**config.mk**
```make
export PLATFORM = sky130hd
export DESIGN_NAME = capture_period_trimmed_mean
export DESIGN_NICKNAME = d
export VERILOG_FILES = /design/src/rtl/cptm_pkg.sv /design/src/rtl/cptm_front.sv /design/src/rtl/cptm_queue.sv /design/src/rtl/cptm_back.sv /design/src/rtl/capture_period_trimmed_mean.sv
export SDC_FILE = /design/constraint.sdc
export NUM_CORES = 1
export LEC_CHECK = 0
export BUFFER_PORTS_ARGS = -buffer_cell sky130_fd_sc_hd__buf_2
export CAP_MARGIN = 20
export CELL_PAD_IN_SITES_DETAIL_PLACEMENT = 2
export CELL_PAD_IN_SITES_GLOBAL_PLACEMENT = 2
export CORE_MARGIN = 1.5
export CORE_UTILIZATION = 45
export CTS_BUF_LIST = sky130_fd_sc_hd__clkbuf_16
export DETAILED_ROUTE_END_ITERATION = 16
export HOLD_SLACK_MARGIN = 0.12
export PLACE_DENSITY_LB_ADDON = 0.1
export SLEW_MARGIN = 20
export SYNTH_ARGS = -nofsm -noshare
export SYNTH_HDL_FRONTEND = slang
export SYNTH_HIERARCHICAL = 1
export SYNTH_SLANG_ARGS = --single-unit
export TNS_END_PERCENT = 1
```
**constraint.sdc**
```tcl
create_clock -name clk -period 12.5 [get_ports clk]
set_input_delay 1.25 -clock clk [delete_from_list [all_inputs] [get_ports clk]]
set_output_delay 1.25 -clock clk [all_outputs]
set_load 0.01 [all_outputs]
```
**src/rtl/cptm_pkg.sv**
```systemverilog
// Shared types and constants of the capture period trimmed-mean meter.
package cptm_pkg;

  localparam int unsigned SAMPLES  = 8;
  localparam int unsigned DIV      = SAMPLES - 2;
  localparam int unsigned STAMP_W  = 16;
  localparam int unsigned PERIOD_W = 17;
  localparam int unsigned SUM_W    = 23;
  localparam int unsigned CNT_W    = 7;

  localparam logic [PERIOD_W-1:0] COUNTER_TOP_RESET = PERIOD_W'(65536);

  // floor(x / DIV) = (x * DIV_MULT) >> DIV_SHIFT for every SUM_W-bit x
  localparam int unsigned DIV_SHIFT  = SUM_W + $clog2(DIV);
  localparam longint      DIV_MULT_L = ((longint'(1) << DIV_SHIFT) + longint'(DIV) - 1)
                                       / longint'(DIV);
  localparam logic [SUM_W:0] DIV_MULT = (SUM_W+1)'(DIV_MULT_L);

  typedef enum logic [1:0] {
    OP_NONE,
    OP_PERIOD,
    OP_CLEAR
  } op_t;

  typedef struct packed {
    op_t                 op;
    logic [PERIOD_W-1:0] period;
  } cmd_t;

endpackage

```
**src/rtl/cptm_front.sv**
```systemverilog
// Front end: accepts transactions, pairs capture edges and measures periods.
module cptm_front (
  input  logic                           clk,
  input  logic                           rst,
  input  logic                           cfg_wr_en,
  input  logic [cptm_pkg::PERIOD_W-1:0]  cfg_wr_data,
  input  logic                           in_valid,
  output logic                           in_stall,
  input  logic                           func,
  input  logic [cptm_pkg::STAMP_W-1:0]   capture_stamp,
  input  logic                           counter_wrapped,
  output logic                           cmd_valid,
  output cptm_pkg::cmd_t                 cmd,
  input  logic                           cmd_full
);
  import cptm_pkg::*;

  logic [PERIOD_W-1:0] counter_top;
  logic                pair_phase;
  logic [STAMP_W-1:0]  first_stamp;
  logic                accept;
  logic [PERIOD_W-1:0] period;
  logic [STAMP_W-1:0]  plain_diff;

  assign in_stall  = cmd_full;
  assign cmd_valid = in_valid;
  assign accept    = in_valid && !cmd_full;

  assign plain_diff = capture_stamp - first_stamp;

  always_comb begin
    if (counter_wrapped) begin
      period = counter_top - PERIOD_W'(first_stamp) + PERIOD_W'(capture_stamp);
    end else begin
      period = PERIOD_W'(plain_diff);
    end
    cmd.period = period;
    if (func) begin
      cmd.op = OP_CLEAR;
    end else if (pair_phase) begin
      cmd.op = OP_PERIOD;
    end else begin
      cmd.op = OP_NONE;
    end
  end

  always_ff @(posedge clk) begin
    if (rst) begin
      counter_top <= COUNTER_TOP_RESET;
      pair_phase  <= 1'b0;
      first_stamp <= '0;
    end else begin
      if (cfg_wr_en) begin
        counter_top <= cfg_wr_data;
      end
      if (accept && !func) begin
        pair_phase <= !pair_phase;
        if (!pair_phase) begin
          first_stamp <= capture_stamp;
        end
      end
    end
  end

endmodule

```
**src/rtl/cptm_queue.sv**
```systemverilog
// Two-entry command queue between front end and back end.
module cptm_queue (
  input  logic           clk,
  input  logic           rst,
  input  logic           push,
  input  cptm_pkg::cmd_t push_cmd,
  output logic           full,
  input  logic           pop,
  output logic           not_empty,
  output cptm_pkg::cmd_t pop_cmd
);
  import cptm_pkg::*;

  cmd_t       entries [2];
  logic       wr_ptr;
  logic       rd_ptr;
  logic [1:0] count;
  logic       do_push;
  logic       do_pop;

  assign full      = (count == 2'd2);
  assign not_empty = (count != 2'd0);
  assign do_push   = push && !full;
  assign do_pop    = pop && not_empty;
  assign pop_cmd   = entries[rd_ptr];

  always_ff @(posedge clk) begin
    if (do_push) begin
      entries[wr_ptr] <= push_cmd;
    end
    if (rst) begin
      wr_ptr <= 1'b0;
      rd_ptr <= 1'b0;
      count  <= 2'd0;
    end else begin
      if (do_push) begin
        wr_ptr <= !wr_ptr;
      end
      if (do_pop) begin
        rd_ptr <= !rd_ptr;
      end
      case ({do_push, do_pop})
        2'b10:   count <= count + 2'd1;
        2'b01:   count <= count - 2'd1;
        default: count <= count;
      endcase
    end
  end

endmodule

```
**src/rtl/cptm_back.sv**
```systemverilog
// Back end: batch statistics, trimmed-mean divide and result register.
module cptm_back (
  input  logic                           clk,
  input  logic                           rst,
  input  logic                           cmd_valid,
  input  cptm_pkg::cmd_t                 cmd,
  output logic                           cmd_pop,
  output logic                           out_valid,
  input  logic                           out_stall,
  output logic [cptm_pkg::PERIOD_W-1:0]  average_period,
  output logic                           updated
);
  import cptm_pkg::*;

  typedef struct packed {
    logic                clear;
    logic                done;
    logic                equal;
    logic [PERIOD_W-1:0] max_val;
    logic [SUM_W-1:0]    trimmed;
  } stat_t;

  logic [CNT_W-1:0]    sample_count;
  logic [SUM_W-1:0]    running_sum;
  logic [PERIOD_W-1:0] running_max;
  logic [PERIOD_W-1:0] running_min;

  logic [CNT_W-1:0]    count_next;
  logic [SUM_W-1:0]    sum_next;
  logic [PERIOD_W-1:0] max_next;
  logic [PERIOD_W-1:0] min_next;
  logic                batch_done;

  logic                stat_valid;
  stat_t               stat;
  stat_t               stat_next;

  logic                out_adv;
  logic                stat_adv;
  logic [2*SUM_W:0]    product;
  logic [PERIOD_W-1:0] quotient;

  assign out_adv  = !out_valid || !out_stall;
  assign stat_adv = !stat_valid || out_adv;
  assign cmd_pop  = cmd_valid && stat_adv;

  always_comb begin
    count_next = sample_count + CNT_W'(1);
    sum_next   = running_sum + SUM_W'(cmd.period);
    max_next   = (cmd.period > running_max) ? cmd.period : running_max;
    min_next   = (cmd.period < running_min) ? cmd.period : running_min;
    batch_done = (cmd.op == OP_PERIOD) && (count_next == CNT_W'(SAMPLES));

    stat_next.clear   = (cmd.op == OP_CLEAR);
    stat_next.done    = batch_done;
    stat_next.equal   = (max_next == min_next);
    stat_next.max_val = max_next;
    stat_next.trimmed = sum_next - SUM_W'(max_next) - SUM_W'(min_next);
  end

  assign product  = stat.trimmed * DIV_MULT;
  assign quotient = product[DIV_SHIFT +: PERIOD_W];

  always_ff @(posedge clk) begin
    if (rst) begin
      sample_count   <= '0;
      running_sum    <= '0;
      running_max    <= '0;
      running_min    <= '1;
      stat_valid     <= 1'b0;
      out_valid      <= 1'b0;
      average_period <= '0;
      updated        <= 1'b0;
    end else begin
      if (cmd_pop) begin
        stat <= stat_next;
        if (batch_done) begin
          sample_count <= '0;
          running_sum  <= '0;
          running_max  <= '0;
          running_min  <= '1;
        end else if (cmd.op == OP_PERIOD) begin
          sample_count <= count_next;
          running_sum  <= sum_next;
          running_max  <= max_next;
          running_min  <= min_next;
        end
      end
      if (stat_adv) begin
        stat_valid <= cmd_valid;
      end
      if (out_adv) begin
        out_valid <= stat_valid;
        if (stat_valid) begin
          updated <= stat.done;
          if (stat.clear) begin
            average_period <= '0;
          end else if (stat.done) begin
            average_period <= stat.equal ? stat.max_val : quotient;
          end
        end
      end
    end
  end

endmodule

```
**src/rtl/capture_period_trimmed_mean.sv**
```systemverilog
// Capture period meter with trimmed-mean filter, top level.
// Each result is held in the command queue, then the stat and output registers.
// Throughput: one transaction per cycle while in_stall is low, kept up by the
// batch update and the one-multiply constant divide in the back end.
// Reset: counter_top returns to 65536, pairing and batch restart, published period
// is zero; the block accepts transactions in the first cycle after reset.
module capture_period_trimmed_mean (
  input  logic                           clk,
  input  logic                           rst,
  input  logic                           cfg_wr_en,
  input  logic [cptm_pkg::PERIOD_W-1:0]  cfg_wr_data,
  input  logic                           in_valid,
  output logic                           in_stall,
  input  logic                           func,
  input  logic [cptm_pkg::STAMP_W-1:0]   capture_stamp,
  input  logic                           counter_wrapped,
  output logic                           out_valid,
  input  logic                           out_stall,
  output logic [cptm_pkg::PERIOD_W-1:0]  average_period,
  output logic                           updated
);
  import cptm_pkg::*;

  logic cmd_valid;
  cmd_t cmd;
  logic q_full;
  logic q_not_empty;
  logic q_pop;
  cmd_t q_cmd;

  cptm_front u_front (
    .clk             (clk),
    .rst             (rst),
    .cfg_wr_en       (cfg_wr_en),
    .cfg_wr_data     (cfg_wr_data),
    .in_valid        (in_valid),
    .in_stall        (in_stall),
    .func            (func),
    .capture_stamp   (capture_stamp),
    .counter_wrapped (counter_wrapped),
    .cmd_valid       (cmd_valid),
    .cmd             (cmd),
    .cmd_full        (q_full)
  );

  cptm_queue u_queue (
    .clk       (clk),
    .rst       (rst),
    .push      (cmd_valid),
    .push_cmd  (cmd),
    .full      (q_full),
    .pop       (q_pop),
    .not_empty (q_not_empty),
    .pop_cmd   (q_cmd)
  );

  cptm_back u_back (
    .clk            (clk),
    .rst            (rst),
    .cmd_valid      (q_not_empty),
    .cmd            (q_cmd),
    .cmd_pop        (q_pop),
    .out_valid      (out_valid),
    .out_stall      (out_stall),
    .average_period (average_period),
    .updated        (updated)
  );

endmodule
```
Yosys cells after proc, flatten, opt, wreduce, memory -nomap -nowiden
Memory sizes are Yosys's and may differ from the RTL's. A register that Yosys moved wholly into a read port is not among the register bits.
Cells that the tools add are included.
{"block": "totals", "inputBits": 40, "out_inout_bits": 20, "ram_bits": 38, "reg_bits": 165, "mem_count": 1}
{"block": "classes", "add_sub_neg": 9, "mux": 21, "multipliers": 1, "n_bitwise": 2, "n_reduce_logical": 24, "n_lt_le_gt_ge": 2, "n_eq_ne": 7}
{"memory": "u_queue.entries", "depth": 2, "word_bits": 19, "rd": 1, "rd_clocked_by_memory_dff": 1, "write_ports": 1, "line": "cptm_queue.sv:14", "text": "cmd_t entries [2];"}
{"op": "two-way mux 17 bit", "n": 10}
{"op": "two-way mux 23 bit", "n": 2}
{"op": "subtractor 23 x 17 -> 23 bit", "n": 2}
{"op": "multiplier 23 x 24 -> 43 bit, second input constant", "n": 1}
{"op": "adder 23 x 17 -> 23 bit", "n": 1}
{"op": "adder 17 x 16 -> 17 bit", "n": 1}
{"op": "== test 17 bit", "n": 1}
{"op": "greater-than comparator 17 bit", "n": 1}
{"op": "less-than comparator 17 bit", "n": 1}
{"op": "subtractor 17 x 16 -> 17 bit", "n": 1}
{"op": "subtractor 16 bit", "n": 1}
{"op": "two-way mux 7 bit", "n": 2}
{"op": "zero test 1 bit", "n": 8}
{"op": "AND reduction 2 bit", "n": 4}
{"op": "nonzero test 2 bit", "n": 4}
{"op": "adder 7 x 1 -> 7 bit, second input constant", "n": 1}
{"op": "== test 7 x 4 -> 1 bit, second input constant", "n": 1}
{"op": "== test 2 bit, second input constant", "n": 3}
{"op": "logical AND 1 bit", "n": 5}
{"op": "two-way mux 1 bit", "n": 5}
{"op": "== test 2 x 1 -> 1 bit, second input constant", "n": 2}
{"op": "case mux 2 bit (2 select lines)", "n": 1}
{"op": "AND reduction 3 bit", "n": 1}
{"op": "adder 2 x 1 -> 2 bit, second input constant", "n": 1}
{"op": "4 further kinds", "n": 6}

Longest topological paths before layout
{"block": "depth", "depth_word": 7, "depth_mapped": 28}

Cells and area by module
The synthesis kept the hierarchy.
{"module": "cptm_back", "cells_per_inst": 1478, "n_inst": 1, "area_per_inst_um2": 14510.2}
{"module": "cptm_front", "cells_per_inst": 453, "n_inst": 1, "area_per_inst_um2": 3479.6}
{"module": "cptm_queue", "cells_per_inst": 85, "n_inst": 1, "area_per_inst_um2": 1591.5}

Worst setup path before layout
No wires, ideal clock.
{"block": "synth_path", "path_kind": "register to register", "from": "register u_back/stat[17] in the netlist's numbering", "to": "register u_back/average_period[10] in the netlist's numbering", "slack_ps": 6103, "required_ps": 12366, "arrival_time_ps": 6263, "stages_incl_launch_ff": 21, "synth_period_minus_slack_ps": 6397, "cell_sequence": "edfxtp_1 -> ha_1 -> inv_1 -> fa_1 -> fa_1 -> inv_1 -> fa_1 -> inv_1 -> fa_1 -> inv_1 -> fa_1 -> fa_1 -> ha_1 -> a21oi_1 -> o21ai_0 -> a211o_1 -> o221ai_1 -> o21ai_1 -> a221oi_1 -> xor2_1 -> o22ai_1"}
{"block": "synth_via", "elab_chain_len": 4}
{"element": "start: declaration", "line": "cptm_back.sv:35", "text": "stat_t stat;"}
{"element": "start signal: assignment", "line": "cptm_back.sv:76", "text": "stat <= stat_next;"}
{"element": "multiplier 23 x 24 -> 43 bit", "line": "cptm_back.sv:61", "text": "assign product = stat.trimmed * DIV_MULT;"}
{"element": "two-way mux 17 bit", "line": "cptm_back.sv:99", "text": "average_period <= stat.equal ? stat.max_val : quotient;"}
{"element": "two-way mux 17 bit", "line": "cptm_back.sv:98", "text": "end else if (stat.done) begin"}
{"element": "two-way mux 17 bit", "line": "cptm_back.sv:96", "text": "if (stat.clear) begin"}
{"element": "end signal: assignment", "line": "cptm_back.sv:99"}
{"element": "end: declaration", "line": "cptm_back.sv:10", "text": "output logic [cptm_pkg::PERIOD_W-1:0] average_period,"}
No other way between the ends. The select of a mux whose other input is x is not followed.
A chain may end at the register's enable or synchronous reset.

==> flow_summary_export.csv <==
group,metric,value,unit
run_status,status,"complete, no violations",
synthesis,synth-compound-area-share,0.1470,
clock_network,postCtsHoldBufs,0,
timing,worst_hold_slack,463.9,ps
synthesis,syn_avg_cell_area,9.713,um2
timing,finalHoldViolCount,0,
synthesis,syn-cell-area,19580,um2
timing,fmax,134.9,MHz
clock_network,cts_setup_buffers,0,
clock_network,cts_buffers,26,
timing,timing.final.crit_share,0.5932,
critical_path,cp_top_family,"compound AO/OA/AOI/OAI gates",
timing,drv_slew,0,
timing,fin_skew,30.80,ps
die,dieArea,44770,um2
detailed_routing,vias,15046,
synthesis,synth.area.mux_share,0.03304,
die,fp-row-count,76,
detailed_routing,firstDrtPassIters,5,
detailed_routing,avgRoutedWirePerCell,23.76,um
critical_path,start_kind,"flip-flop",
timing,grt_setup_unrepaired,"no",
timing,fin_setup_tns,0,ps
critical_path,cpPeakStageDelay,950,ps
clock_network,cts.clk_slew.worst_paths,60,ps
clock_network,cts.path.max_buffers,3,
timing,tightest_slew,1075,ps
critical_path,crit_arrival,7710,ps
die,ios,60,
placed_design,finalWeightedCongestion,0.9498,
clock_network,clk_latency,580,ps
final_layout,syn_to_final_growth,9.112,%
critical_path,rr_worst_depth,21,
synthesis,synthArstFlopShare,0,
hold_path,hp-start,"u_back/running_sum[4]$_SDFFE_PP0P_",
synthesis,synth_top_family_by_area,"adder cells",
grt,grt_pass1_vias,17445,
placed_design,hpwl,52060,um
critical_path,r2r_slack,5090,ps
critical_path,reg2reg_to,"u_back/stat[19]$_DFFE_PP_",
grt,grt_pass1_wl,99040,um
critical_path,critPathBufInv,0,
synthesis,netlist_instances,2016,
die,chipHeight,211.6,um
die,core,42980,um2
synthesis,synth_xor_area_frac,0.03981,
synthesis,synth_simple_gate_area_frac,0.09061,
final_layout,n_fill_cell,4527,
hold_path,holdPathStages,2,
timing,period_needed,7415,ps
synthesis,ys.flop_type,"dfxtp_1",
critical_path,required,12800,ps
hold_path,hold_class,"reg -> reg",
clock_network,cts.repair.resized,0,
synthesis,ys.warnings.count,6,
grt,grt_max_degree,53,
grt,grtUsageTotal,0.2906,
final_layout,final_nets,2557,
critical_path,critPathMaxFanout,49,
detailed_routing,postRouteAntennaNets,0,
die,dieWidth,211.6,um
clock_network,root_buffer,"clkbuf_16",
hold_path,hold_end,"u_back/running_sum[4]$_SDFFE_PP0P_",
detailed_routing,via_per_inst,5.648,
detailed_routing,drt-total-wl,63300,um
critical_path,crit_path_top_delay_cell,"dfxtp_1",
placed_design,portBuffers,59,
clock_network,cts_tree,"done",
synthesis,synth-edff-count,81,
synthesis,synth_fa_ha_area_frac,0.3605,
clock_network,htreeDepth,1,
synthesis,synth-seq-cells,204,
synthesis,ys_types,82,
synthesis,seq_area_frac_synth,0.2500,
run,drv_cap,0,
final_layout,drive_gt1_frac,0.07263,
detailed_routing,initialDrtViolationCount,555,
critical_path,end_kind,"flip-flop",
detailed_routing,drc,0,
synthesis,syn_nets,2514,
grt,antenna_found_initial,0,
critical_path,crit_chain,"mux2_1, ha_1, nor2b_1, o21a_1, o21a_1, o21ai_1, a21oi_1, a2111oi_1, nor2_4, nor2_1, a21oi_1, fa_1, ha_1, or4_1, a21oi_1, o21ai_0, o31a_1, o41ai_1, nor2b_1, a21oi_1, xnor2_1",
timing,relSlewSlack,0.2817,
critical_path,worstSetupPathType,"reg -> reg",
die,initial_utilization,0.4556,
timing,setup_viol,0,
critical_path,crit_top_cell,"a21oi_1",
clock_network,cts_sinks,204,
grt,gr-total-overflow,0,
final_layout,diodes,0,
tightest hold or removal path, delay by kind of cell, from the launching register on:
kind	cells	cell delay [ps]
DFF	1	310
AOI/OAI and AO/OA	1	50
and+or+nand+nor	1	60
how the worst max path moves through the flow:
stage	startpoint	end	cells past startpoint
floorplan	u_back/stat[17]$_DFFE_PP_	u_back/average_period[10]$_SDFFE_PP0P_	20
global placement	flip-flop	u_back/stat[19]$_DFFE_PP_	21
global route	u_back/stat[17]$_DFFE_PP_	u_back/average_period[10]$_SDFFE_PP0P_	20
CTS	flip-flop	u_back/stat[19]$_DFFE_PP_	21
finish	flip-flop	u_back/stat[19]$_DFFE_PP_	21
detailed placement	flip-flop	u_back/stat[19]$_DFFE_PP_	22
flip-flops by register name, summed over array words and instances (netlist names), 2 cells and up, named ones only:
register and cells:
u_back/average_period 17, u_back/running_max 17, u_back/running_min 17, u_back/running_sum 23, u_back/sample_count 7, u_back/stat 43
u_front/counter_top 17, u_front/first_stamp 16, u_queue/count 2, u_queue/entries 38
metal layers:
layer	up-vias	GRT usage	part of all wire
li1	6972	-	-
met1	7782	0.3364	0.40
met2	193	0.5531	0.54
met3	99	0.03130	0.025
met4	0	0.09631	0.033
met5	-	0.003337	0
cells by family after synthesis:
| kind of cell | Yosys count |
|---|---|
| multiplexers | 62 |
| buffers and inverters | 399 |
| adder cells (fa/ha/maj) | 458 |
| flip-flops | 204 |
| AND/OR/NAND/NOR | 370 |
| AO/OA/AOI/OAI | 434 |
| XOR/XNOR | 89 |
layout make-up:
cell class              count  area (um2)  share of cell area
flip-flops and latches    204        4895              0.2291
clock inverters            22       242.7             0.01136
inverters                 347        1303             0.06096
clock buffers              26       650.6             0.03045
repair buffers             67       370.4             0.01733
multi-input cells        1413       13170              0.6165
well taps                 585       732.0             0.03426
through the flow:
step	util	cell area [um2]	setup WS [ps]	cells
final	0.4971	21370	5085	2664
after global routing	0.4971	21370	4775	2664
after CTS	0.4964	21340	4898	2663
after detailed placement	0.4757	20440	5142	2615
after global placement	0.4757	20440	5527	2615
after floorplan	-	19580	6103	2016
cell usage after synthesis (all sizes together), types with 14 or more instances:
cell type	count	share of area
inv	346	0.066
ha	281	0.18
fa	177	0.18
a21oi	142	0.036
dfxtp	123	0.13
nand2	110	0.021
nor2	109	0.021
edfxtp	81	0.12
o21ai	57	0.015
xnor2	56	0.025
a21o	48	0.018
clkbuf	41	0.0084
mux2i	41	0.021
xor2	33	0.015
a22oi	25	0.0096
mux2	21	0.012
nand3	19	0.0049
nand4	19	0.0061
nor2b	18	0.0061
o22a	18	0.0081
a22o	17	0.0076
nor3	17	0.0043
o21bai	14	0.0054
cell usage in the layout (no fill, tap or decap), types with 18 or more instances in the layout:
master,netlist,layout
a21oi_1,142,142
mux2i_1,41,41
nand2_1,110,110
buf_2,4,58
dfxtp_1,123,123
o22a_1,18,18
fa_1,177,177
nor2_1,109,107
o21ai_0,51,51
edfxtp_1,81,81
a21o_1,48,48
a22oi_1,25,25
xnor2_1,56,56
xor2_1,33,33
nand3_1,19,19
inv_1,345,346
nand4_1,19,19
ha_1,281,281
clkbuf_16,0,26
Power is not shown: default switching activity piles up to over one toggle a cycle in this logic, so the estimate is an artifact.
